===== config.mk =====
export PLATFORM = sky130hd
export DESIGN_NAME = tga_rle_pixel_decoder_core
export DESIGN_NICKNAME = d
export VERILOG_FILES = /design/src/rtl/core/trd_pkg.sv /design/src/rtl/core/trd_front.sv /design/src/rtl/core/trd_queue.sv /design/src/rtl/core/trd_back.sv /design/src/rtl/core/tga_rle_pixel_decoder_core.sv
export SDC_FILE = /design/constraint.sdc
export NUM_CORES = 2
export LEC_CHECK = 0
export BUFFER_PORTS_ARGS = -buffer_cell sky130_fd_sc_hd__buf_4
export CAP_MARGIN = 25
export CORE_MARGIN = 2
export CORE_UTILIZATION = 32
export CTS_BUF_LIST = sky130_fd_sc_hd__clkbuf_2
export DETAILED_ROUTE_END_ITERATION = 10
export PLACE_DENSITY = 0.53
export SETUP_SLACK_MARGIN = 0.1
export SLEW_MARGIN = 20
export SYNTH_ARGS = -nofsm -noshare
export SYNTH_HDL_FRONTEND = slang
export SYNTH_SLANG_ARGS = --single-unit

===== constraint.sdc =====
create_clock -name clk_i -period 7.8 [get_ports clk_i]
set_input_delay 0.78 -clock clk_i [delete_from_list [all_inputs] [get_ports clk_i]]
set_output_delay 0.78 -clock clk_i [all_outputs]
set_load 0.05 [all_outputs]

===== src/rtl/core/trd_pkg.sv =====
// Shared types, register indexes and a helper function for the TGA RLE pixel decoder.
`timescale 1ns / 1ps
`default_nettype none
package trd_pkg;

  localparam int unsigned CfgIdxW = 3;
  localparam int unsigned DimW    = 16;
  localparam int unsigned PixCntW = 32;
  localparam int unsigned QDepth  = 2;
  localparam int unsigned QPtrW   = $clog2(QDepth);

  localparam logic [CfgIdxW-1:0] RegImageWidth  = 3'd0;
  localparam logic [CfgIdxW-1:0] RegImageHeight = 3'd1;
  localparam logic [CfgIdxW-1:0] RegRleMode     = 3'd2;
  localparam logic [CfgIdxW-1:0] RegHasAlpha    = 3'd3;
  localparam logic [CfgIdxW-1:0] RegPremultiply = 3'd4;

  localparam logic [7:0] HdrCountMask = 8'h7f;
  localparam logic [7:0] OpaqueAlpha  = 8'hff;

  typedef struct packed {
    logic [DimW-1:0] image_width;
    logic [DimW-1:0] image_height;
    logic            rle_mode;
    logic            has_alpha;
    logic            premultiply;
  } cfg_t;

  // One decoded pixel as it travels from the front to the back.
  typedef struct packed {
    logic [7:0] red;
    logic [7:0] green;
    logic [7:0] blue;
    logic [7:0] alpha;
    logic [7:0] repeat_count;
    logic       image_done;
    logic       run_clipped;
    logic       premultiply;
  } pix_t;

  typedef struct packed {
    logic [15:0] red_prod;
    logic [15:0] green_prod;
    logic [15:0] blue_prod;
    logic [7:0]  alpha;
    logic [7:0]  repeat_count;
    logic        image_done;
    logic        run_clipped;
  } prod_t;

  typedef struct packed {
    logic push;
  } q_status_t;

  // Exact floor(x / 255) for any product of two bytes.
  function automatic logic [7:0] div255(input logic [15:0] x);
    logic [16:0] s;
    s = {1'b0, x} + 17'd1 + {9'd0, x[15:8]};
    return s[15:8];
  endfunction

endpackage
`default_nettype wire


===== src/rtl/core/trd_front.sv =====
// Front end: configuration registers, packet parsing and pixel assembly.
`timescale 1ns / 1ps
`default_nettype none
module trd_front (
  input  wire logic                        clk_i,
  input  wire logic                        rst_ni,
  input  wire logic                        cfg_valid_i,
  output logic                             cfg_ready_o,
  input  wire logic [trd_pkg::CfgIdxW-1:0] cfg_index_i,
  input  wire logic [trd_pkg::DimW-1:0]    cfg_data_i,
  input  wire logic                        push_i,
  input  wire logic [7:0]                  data_byte_i,
  output logic                             full_o,
  input  wire logic                        q_full_i,
  output trd_pkg::q_status_t               q_ctl_o,
  output trd_pkg::pix_t                    q_item_o
);

  trd_pkg::cfg_t                       cfg_q, cfg_d;
  logic                                load_q, load_d;
  logic                                expect_hdr_q, expect_hdr_d;
  logic                                is_repeat_q, is_repeat_d;
  logic [7:0]                          pkt_left_q, pkt_left_d;
  logic [1:0]                          byte_idx_q, byte_idx_d;
  logic [23:0]                         held_q, held_d;
  logic [trd_pkg::PixCntW-1:0]         pix_left_q, pix_left_d;
  logic [trd_pkg::DimW-1:0]            w_eff, h_eff;
  logic [trd_pkg::PixCntW-1:0]         total_pix;
  logic [trd_pkg::PixCntW-1:0]         pix_left_nxt;
  logic [7:0]                          cnt;
  logic [7:0]                          pkt_left_nxt;
  logic                                clipped;
  logic                                cfg_wr;
  logic                                accept;
  logic [1:0]                          last_idx;

  assign cfg_ready_o = 1'b1;
  assign cfg_wr      = cfg_valid_i && cfg_ready_o;
  assign full_o      = q_full_i || load_q;
  assign accept      = push_i && !full_o;
  assign w_eff       = (cfg_q.image_width == '0) ? trd_pkg::DimW'(1) : cfg_q.image_width;
  assign h_eff       = (cfg_q.image_height == '0) ? trd_pkg::DimW'(1) : cfg_q.image_height;
  assign total_pix   = trd_pkg::PixCntW'(w_eff) * trd_pkg::PixCntW'(h_eff);
  assign last_idx    = cfg_q.has_alpha ? 2'd3 : 2'd2;

  always_comb begin
    cfg_d        = cfg_q;
    load_d       = 1'b0;
    expect_hdr_d = expect_hdr_q;
    is_repeat_d  = is_repeat_q;
    pkt_left_d   = pkt_left_q;
    byte_idx_d   = byte_idx_q;
    held_d       = held_q;
    pix_left_d   = load_q ? total_pix : pix_left_q;
    cnt          = 8'd1;
    clipped      = 1'b0;
    pkt_left_nxt = pkt_left_q;
    pix_left_nxt = pix_left_q;
    q_ctl_o.push = 1'b0;

    q_item_o.blue         = held_q[7:0];
    q_item_o.green        = held_q[15:8];
    q_item_o.red          = cfg_q.has_alpha ? held_q[23:16] : data_byte_i;
    q_item_o.alpha        = cfg_q.has_alpha ? data_byte_i : trd_pkg::OpaqueAlpha;
    q_item_o.premultiply  = cfg_q.premultiply;
    q_item_o.repeat_count = cnt;
    q_item_o.image_done   = 1'b0;
    q_item_o.run_clipped  = 1'b0;

    if (cfg_q.rle_mode) begin
      if (is_repeat_q) begin
        if (trd_pkg::PixCntW'(pkt_left_q) > pix_left_q) begin
          cnt     = pix_left_q[7:0];
          clipped = 1'b1;
        end else begin
          cnt = pkt_left_q;
        end
        pkt_left_nxt = 8'd0;
      end else begin
        pkt_left_nxt = (pkt_left_q != 8'd0) ? pkt_left_q - 8'd1 : 8'd0;
        clipped      = (pix_left_q == trd_pkg::PixCntW'(1)) && (pkt_left_nxt != 8'd0);
      end
    end
    pix_left_nxt          = pix_left_q - trd_pkg::PixCntW'(cnt);
    q_item_o.repeat_count = cnt;
    q_item_o.run_clipped  = clipped;
    q_item_o.image_done   = (pix_left_nxt == '0);

    if (cfg_wr) begin
      unique case (cfg_index_i)
        trd_pkg::RegImageWidth:  cfg_d.image_width  = cfg_data_i;
        trd_pkg::RegImageHeight: cfg_d.image_height = cfg_data_i;
        trd_pkg::RegRleMode:     cfg_d.rle_mode     = cfg_data_i[0];
        trd_pkg::RegHasAlpha:    cfg_d.has_alpha    = cfg_data_i[0];
        trd_pkg::RegPremultiply: cfg_d.premultiply  = cfg_data_i[0];
        default: ;
      endcase
      if (cfg_index_i <= trd_pkg::RegPremultiply) begin
        load_d       = 1'b1;
        expect_hdr_d = 1'b1;
        is_repeat_d  = 1'b0;
        pkt_left_d   = 8'd0;
        byte_idx_d   = 2'd0;
      end
    end else if (accept) begin
      if (cfg_q.rle_mode && expect_hdr_q) begin
        is_repeat_d  = data_byte_i[7];
        pkt_left_d   = (data_byte_i & trd_pkg::HdrCountMask) + 8'd1;
        expect_hdr_d = 1'b0;
        byte_idx_d   = 2'd0;
      end else if (byte_idx_q < last_idx) begin
        unique case (byte_idx_q)
          2'd0:    held_d[7:0]   = data_byte_i;
          2'd1:    held_d[15:8]  = data_byte_i;
          2'd2:    held_d[23:16] = data_byte_i;
          default: ;
        endcase
        byte_idx_d = byte_idx_q + 2'd1;
      end else begin
        q_ctl_o.push = 1'b1;
        byte_idx_d   = 2'd0;
        pkt_left_d   = pkt_left_nxt;
        pix_left_d   = pix_left_nxt;
        if (cfg_q.rle_mode && pkt_left_nxt == 8'd0) begin
          expect_hdr_d = 1'b1;
        end
        if (pix_left_nxt == '0) begin
          expect_hdr_d = 1'b1;
          is_repeat_d  = 1'b0;
          pkt_left_d   = 8'd0;
          pix_left_d   = total_pix;
        end
      end
    end
  end

  always_ff @(posedge clk_i or negedge rst_ni) begin
    if (!rst_ni) begin
      cfg_q.image_width  <= trd_pkg::DimW'(1);
      cfg_q.image_height <= trd_pkg::DimW'(1);
      cfg_q.rle_mode     <= 1'b0;
      cfg_q.has_alpha    <= 1'b0;
      cfg_q.premultiply  <= 1'b0;
      load_q             <= 1'b0;
      expect_hdr_q       <= 1'b1;
      is_repeat_q        <= 1'b0;
      pkt_left_q         <= 8'd0;
      byte_idx_q         <= 2'd0;
      pix_left_q         <= trd_pkg::PixCntW'(1);
    end else begin
      cfg_q        <= cfg_d;
      load_q       <= load_d;
      expect_hdr_q <= expect_hdr_d;
      is_repeat_q  <= is_repeat_d;
      pkt_left_q   <= pkt_left_d;
      byte_idx_q   <= byte_idx_d;
      pix_left_q   <= pix_left_d;
    end
  end

  always_ff @(posedge clk_i) begin
    held_q <= held_d;
  end

endmodule
`default_nettype wire


===== src/rtl/core/trd_queue.sv =====
// Short queue of decoded pixels between the front and the back.
`timescale 1ns / 1ps
`default_nettype none
module trd_queue (
  input  wire logic               clk_i,
  input  wire logic               rst_ni,
  input  wire trd_pkg::q_status_t ctl_i,
  input  wire trd_pkg::pix_t      item_i,
  output logic                    full_o,
  input  wire logic               pop_i,
  output logic                    valid_o,
  output trd_pkg::pix_t           item_o
);

  trd_pkg::pix_t                 mem_q [trd_pkg::QDepth];
  logic [trd_pkg::QPtrW-1:0]     wptr_q, wptr_d;
  logic [trd_pkg::QPtrW-1:0]     rptr_q, rptr_d;
  logic [trd_pkg::QPtrW:0]       cnt_q, cnt_d;
  logic                          do_push, do_pop;

  assign full_o  = (cnt_q == (trd_pkg::QPtrW + 1)'(trd_pkg::QDepth));
  assign valid_o = (cnt_q != '0);
  assign item_o  = mem_q[rptr_q];
  assign do_push = ctl_i.push && !full_o;
  assign do_pop  = pop_i && valid_o;

  always_comb begin
    wptr_d = wptr_q;
    rptr_d = rptr_q;
    cnt_d  = cnt_q;
    if (do_push) begin
      wptr_d = (wptr_q == trd_pkg::QPtrW'(trd_pkg::QDepth - 1)) ? '0 : wptr_q + 1'b1;
    end
    if (do_pop) begin
      rptr_d = (rptr_q == trd_pkg::QPtrW'(trd_pkg::QDepth - 1)) ? '0 : rptr_q + 1'b1;
    end
    unique case ({do_push, do_pop})
      2'b10:   cnt_d = cnt_q + 1'b1;
      2'b01:   cnt_d = cnt_q - 1'b1;
      default: cnt_d = cnt_q;
    endcase
  end

  always_ff @(posedge clk_i or negedge rst_ni) begin
    if (!rst_ni) begin
      wptr_q <= '0;
      rptr_q <= '0;
      cnt_q  <= '0;
    end else begin
      wptr_q <= wptr_d;
      rptr_q <= rptr_d;
      cnt_q  <= cnt_d;
    end
  end

  always_ff @(posedge clk_i) begin
    if (do_push) begin
      mem_q[wptr_q] <= item_i;
    end
  end

endmodule
`default_nettype wire


===== src/rtl/core/trd_back.sv =====
// Back end: alpha premultiply pipeline and the result output register.
`timescale 1ns / 1ps
`default_nettype none
module trd_back (
  input  wire logic          clk_i,
  input  wire logic          rst_ni,
  input  wire logic          q_valid_i,
  input  wire trd_pkg::pix_t q_item_i,
  output logic               q_pop_o,
  input  wire logic          pop_i,
  output logic               empty_o,
  output logic [7:0]         red_o,
  output logic [7:0]         green_o,
  output logic [7:0]         blue_o,
  output logic [7:0]         alpha_o,
  output logic [7:0]         repeat_count_o,
  output logic               image_done_o,
  output logic               run_clipped_o
);

  trd_pkg::prod_t  s1_q, s1_d;
  logic            s1_v_q, s1_v_d;
  logic            s2_v_q, s2_v_d;
  logic [7:0]      scale;
  logic            s2_load;
  logic            s1_load;

  assign s2_load = s1_v_q && (!s2_v_q || pop_i);
  assign s1_load = !s1_v_q || s2_load;
  assign q_pop_o = q_valid_i && s1_load;
  assign empty_o = !s2_v_q;

  // Without premultiply the channel is scaled by 255/255, which returns it unchanged.
  assign scale = q_item_i.premultiply ? q_item_i.alpha : trd_pkg::OpaqueAlpha;

  always_comb begin
    s1_d.red_prod     = 16'(q_item_i.red) * 16'(scale);
    s1_d.green_prod   = 16'(q_item_i.green) * 16'(scale);
    s1_d.blue_prod    = 16'(q_item_i.blue) * 16'(scale);
    s1_d.alpha        = q_item_i.alpha;
    s1_d.repeat_count = q_item_i.repeat_count;
    s1_d.image_done   = q_item_i.image_done;
    s1_d.run_clipped  = q_item_i.run_clipped;
    s1_v_d            = s1_load ? q_valid_i : s1_v_q;
    s2_v_d            = s2_load ? 1'b1 : (pop_i ? 1'b0 : s2_v_q);
  end

  always_ff @(posedge clk_i or negedge rst_ni) begin
    if (!rst_ni) begin
      s1_v_q <= 1'b0;
      s2_v_q <= 1'b0;
    end else begin
      s1_v_q <= s1_v_d;
      s2_v_q <= s2_v_d;
    end
  end

  always_ff @(posedge clk_i) begin
    if (q_pop_o) begin
      s1_q <= s1_d;
    end
    if (s2_load) begin
      red_o          <= trd_pkg::div255(s1_q.red_prod);
      green_o        <= trd_pkg::div255(s1_q.green_prod);
      blue_o         <= trd_pkg::div255(s1_q.blue_prod);
      alpha_o        <= s1_q.alpha;
      repeat_count_o <= s1_q.repeat_count;
      image_done_o   <= s1_q.image_done;
      run_clipped_o  <= s1_q.run_clipped;
    end
  end

endmodule
`default_nettype wire


===== src/rtl/core/tga_rle_pixel_decoder_core.sv =====
// Top level of the TGA RLE pixel decoder: front end, pixel queue and back end.
// Takes one data byte per cycle while full is low; a pixel result passes the queue, product and output registers.
// Input stalls while the two-entry pixel queue is full because results are not taken, and while the count reloads.
// Reset is asynchronous and active low; registers return to a 1x1 uncompressed image.
// After a register write, full is high for one cycle while the pixel count reloads.
`timescale 1ns / 1ps
`default_nettype none
module tga_rle_pixel_decoder_core (
  input  wire logic                        clk_i,
  input  wire logic                        rst_ni,
  input  wire logic                        cfg_valid_i,
  output logic                             cfg_ready_o,
  input  wire logic [trd_pkg::CfgIdxW-1:0] cfg_index_i,
  input  wire logic [trd_pkg::DimW-1:0]    cfg_data_i,
  input  wire logic                        push,
  output logic                             full,
  input  wire logic [7:0]                  data_byte_i,
  input  wire logic                        pop,
  output logic                             empty,
  output logic [7:0]                       red_o,
  output logic [7:0]                       green_o,
  output logic [7:0]                       blue_o,
  output logic [7:0]                       alpha_o,
  output logic [7:0]                       repeat_count_o,
  output logic                             image_done_o,
  output logic                             run_clipped_o
);

  trd_pkg::q_status_t q_ctl;
  trd_pkg::pix_t      q_in, q_out;
  logic               q_full, q_valid, q_pop;

  trd_front u_front (
    .clk_i       (clk_i),
    .rst_ni      (rst_ni),
    .cfg_valid_i (cfg_valid_i),
    .cfg_ready_o (cfg_ready_o),
    .cfg_index_i (cfg_index_i),
    .cfg_data_i  (cfg_data_i),
    .push_i      (push),
    .data_byte_i (data_byte_i),
    .full_o      (full),
    .q_full_i    (q_full),
    .q_ctl_o     (q_ctl),
    .q_item_o    (q_in)
  );

  trd_queue u_queue (
    .clk_i   (clk_i),
    .rst_ni  (rst_ni),
    .ctl_i   (q_ctl),
    .item_i  (q_in),
    .full_o  (q_full),
    .pop_i   (q_pop),
    .valid_o (q_valid),
    .item_o  (q_out)
  );

  trd_back u_back (
    .clk_i          (clk_i),
    .rst_ni         (rst_ni),
    .q_valid_i      (q_valid),
    .q_item_i       (q_out),
    .q_pop_o        (q_pop),
    .pop_i          (pop),
    .empty_o        (empty),
    .red_o          (red_o),
    .green_o        (green_o),
    .blue_o         (blue_o),
    .alpha_o        (alpha_o),
    .repeat_count_o (repeat_count_o),
    .image_done_o   (image_done_o),
    .run_clipped_o  (run_clipped_o)
  );

  a_count_range: assert property (@(posedge clk_i) disable iff (!rst_ni)
    !empty |-> (repeat_count_o != 8'd0 && repeat_count_o <= 8'd128))
    else $error("repeat count out of range");

  a_clip_ends_image: assert property (@(posedge clk_i) disable iff (!rst_ni)
    (!empty && run_clipped_o) |-> image_done_o)
    else $error("clipped run does not end the image");

  a_cfg_reload_blocks_input: assert property (@(posedge clk_i) disable iff (!rst_ni)
    (cfg_valid_i && cfg_ready_o && cfg_index_i <= trd_pkg::RegPremultiply) |=> full)
    else $error("input taken while the pixel count reloads");

  a_queue_backs_up: assert property (@(posedge clk_i) disable iff (!rst_ni)
    (q_full && !q_pop) |=> full)
    else $error("input taken while the pixel queue is full");

endmodule
`default_nettype wire

==> results.py <==
metrics = {
    "synth": {
        "synthesis.instances": 2826,
        "yosys_register_bits": 304,
        "synth_async_sr_flop_share": 0.283,
        "synthesis.area_per_instance_um2": 10.1,
        "synth_top_flop_cell": "sky130_fd_sc_hd__edfxtp_1",
        "number_of_enable_flip_flop_cells_after_synthesis": 218,
        "synth.cell_area_um2": 28700,
        "syn-num-nets": 3417,
        "synth_cell_type_count": 89,
        "yosysSeqAreaShare": 0.304,
        "yosys_warnings": 0,
    },
    "outcome": {
        "run_status": "finished clean",
    },
    "layout": {
        "filler_cell_count": 9120,
        "layout.cells.most_common_list": "sky130_fd_sc_hd__inv_1 (421), sky130_fd_sc_hd__nand2_1 (304), sky130_fd_sc_hd__fa_1 (303)",
        "finish.net_count": 3550,
        "areaGrowthSynthToFinish_pct": 10.8,
        "mostFrequentLayoutCell": "sky130_fd_sc_hd__inv_1",
        "post_route_cells_drive_above_1_share": 0.132,
        "multi_input_area_um2": 18000,
        "layout.area.seq_um2": 8700,
    },
    "clock_tree": {
        "cts.root.buffer_cell": "sky130_fd_sc_hd__clkbuf_2",
        "cts-root-to-sink-buffers": 3,
        "post_cts_buffers": 0,
        "clock_tree.htree_level_count": 3,
        "tritoncts": "yes",
        "clock_insertion_delay_worst_skew_ns": 1.09,
        "path_clk_slew_ns": 0.15,
        "cts-buffers-inserted": 84,
        "cts_resized": 0,
        "numClockSinks": 304,
        "cts_hold_buf": 33,
    },
    "sta": {
        "grt_setup_unrepaired": "false",
        "post-route-worst-setup-slack_ns": 0.757,
        "hold_viol_final": 0,
        "timing.final.setup_violations": 0,
        "slew_headroom": 0.298,
        "max_slew.worst_pin.slew_ns": 1.02,
        "totalNegativeSetupSlack_ns": 0,
        "finalWorstPathRequiredPeriod_ns": 7.04,
        "timing.fmax_ghz": 0.142,
        "final-max-slew-violation-count": 0,
        "skew_ns": 0.0778,
        "min_period_over_period": 0.903,
    },
    "global_route": {
        "antenna_found_initial": 5,
        "grt_pass1_vias": 20700,
        "grt.overflow.total": 0,
        "grt_pass1_wl_mm": 114,
        "grt_max_degree": 69,
        "grt.total_usage": 0.159,
    },
    "worst_setup_path": {
        "critPathLaunchType": "register",
        "r2r_setup_slack_ns": 0.76,
        "timing.critical_path.arrival_ns": 7.98,
        "worstPathMaxFanout": 18,
        "critical_path_required_ns": 8.73,
        "setup.worst_path.end_class": "register",
        "path_class": "reg2reg",
    },
    "detailed_routing": {
        "detail_route.drc_violations": 0,
        "routed_via_density": 4.86,
        "drt-wirelength-per-cell_um": 17.1,
        "drt-initial-drc-count": 971,
        "drt_pre_antenna_iters": 7,
        "antenna_left": 0,
        "wirelength_mm": 71.9,
        "routed-via-count": 20400,
    },
    "die": {
        "floorplan.rows": 109,
        "fp.dieArea_um2": 92000,
        "chipHeight_um": 303,
        "dieWidth_um": 303,
        "floorplan.initialDensity": 0.323,
        "floorplan.core_area_um2": 88600,
        "top_level_pins": 77,
    },
    "worst_hold_path": {
        "holdCritPathClass": "in2async",
    },
    "flow_run": {
        "timing.max_cap.violations": 0,
    },
    "placed_design": {
        "globalplace.congestion": 0.844,
        "number_of_port_buffers": 75,
        "hpwlAfterDp_mm": 54.5,
        "dp_slack_ns": 0.784,
    },
}
cell families after synthesis:
family                     synth area share
other                              0.000131
and+or+nand+nor                       0.153
muxes                                0.0425
adders and majority gates             0.323
xor gates and xnor gates             0.0299
buffers and inverters                0.0697
AOI/OAI and AO/OA                    0.0779
DFF                                   0.304
worst paths after layout:
path | startpoint | endpoint | depth (start not counted)
max reg2reg | u_front.cfg_q[31] | u_front.pix_left_q[29] | 23
min reg2reg | u_back.s1_q[0] | u_back.run_clipped_o | 0
max | u_front.cfg_q[31] | u_front.pix_left_q[29] | 23
min | rst_ni | u_front.pix_left_q[30] | 2
max in group asynchronous | rst_ni | u_queue.rptr_q | 3
min in group clk_i | push | u_front.pkt_left_q[1] | 4
metal layers:
layer	vias up	global-route usage	share of wire
met1	10100	0.206	0.44
met4	4	0.0447	0.022
li1	9714	-	-
met3	117	0.0271	0.050
met2	472	0.272	0.49
met5	-	0	0.00031
synthesized netlist by cell type (18+ instances only):
library cell / count / area (µm²)
sky130_fd_sc_hd__nor2_1: 202 / 758
sky130_fd_sc_hd__mux2i_1: 33 / 330
sky130_fd_sc_hd__ha_1: 256 / 3200
sky130_fd_sc_hd__inv_1: 421 / 1580
sky130_fd_sc_hd__nand2b_1: 28 / 175
sky130_fd_sc_hd__or2_2: 32 / 200
sky130_fd_sc_hd__and3_1: 18 / 113
sky130_fd_sc_hd__mux2_2: 79 / 890
sky130_fd_sc_hd__fa_1: 303 / 6070
sky130_fd_sc_hd__nand2_1: 304 / 1140
sky130_fd_sc_hd__edfxtp_1: 218 / 6550
sky130_fd_sc_hd__clkbuf_1: 89 / 334
sky130_fd_sc_hd__nor3_1: 49 / 245
sky130_fd_sc_hd__and2_1: 123 / 769
sky130_fd_sc_hd__xnor2_1: 65 / 569
sky130_fd_sc_hd__a21o_1: 25 / 188
sky130_fd_sc_hd__dfrtp_1: 82 / 2050
sky130_fd_sc_hd__nor2b_1: 27 / 169
sky130_fd_sc_hd__xor2_1: 33 / 289
sky130_fd_sc_hd__nand3_1: 31 / 155
sky130_fd_sc_hd__o21ai_0: 70 / 350
sky130_fd_sc_hd__o21a_1: 22 / 165
sky130_fd_sc_hd__nor4_1: 26 / 163
sky130_fd_sc_hd__a21oi_1: 75 / 375
worst max-delay path, cell delays in order (launching register included):
cell,delay (ns)
sky130_fd_sc_hd__dfrtp_1,0.82
sky130_fd_sc_hd__nor3_1,0.11
sky130_fd_sc_hd__a41oi_1,0.24
sky130_fd_sc_hd__buf_4,0.26
sky130_fd_sc_hd__nand2b_1,0.15
sky130_fd_sc_hd__fa_1,0.44
sky130_fd_sc_hd__fa_1,0.49
sky130_fd_sc_hd__inv_1,0.05
sky130_fd_sc_hd__fa_1,0.38
sky130_fd_sc_hd__fa_1,0.48
sky130_fd_sc_hd__fa_1,0.49
sky130_fd_sc_hd__inv_1,0.05
sky130_fd_sc_hd__fa_1,0.47
sky130_fd_sc_hd__inv_1,0.04
sky130_fd_sc_hd__ha_1,0.38
sky130_fd_sc_hd__a21oi_1,0.17
sky130_fd_sc_hd__o21ai_0,0.14
sky130_fd_sc_hd__a311oi_1,0.36
sky130_fd_sc_hd__nor2_1,0.11
sky130_fd_sc_hd__o31a_1,0.30
sky130_fd_sc_hd__o21a_1,0.20
sky130_fd_sc_hd__or4b_2,0.61
sky130_fd_sc_hd__o311ai_1,0.11
sky130_fd_sc_hd__nor3_1,0.09
area by class of cell:
type | count | area share
tap | 1165 | 0.0459
clock inverter | 31 | 0.00516
antenna | 4 | 0.000315
inverter | 421 | 0.0498
sequential | 304 | 0.274
multi-input combinational | 1996 | 0.567
clock buffer | 120 | 0.0189
timing repair buffer | 152 | 0.0385
state kept, by name, indices dropped and copies added (netlist names), 2 cells and up:
register / flops
u_queue.mem_q: 86
u_front.pix_left_q: 32
u_back.red_o: 8
u_back.blue_o: 8
u_queue.cnt_q: 2
u_back.alpha_o: 8
u_front.cfg_q: 34
u_front.pkt_left_q: 8
u_front.byte_idx_q: 2
u_front.held_q: 24
u_back.s1_q: 66
u_back.repeat_count_o: 8
u_back.green_o: 8
metrics by stage:
stage	hold WS, ns	util	instances	area, µm²
finish	0.250	0.358	4193	31800
global route	0.193	0.358	4192	31800
CTS	0.142	0.358	4189	31800
detailed placement	0.405	0.346	4005	30700
global placement	0.403	0.346	4005	30700
floorplan	0.400	-	2826	28700
Power is left out: the tool's default activity adds up to more than one toggle a clock period on the data nets, which glitch-free logic cannot reach.
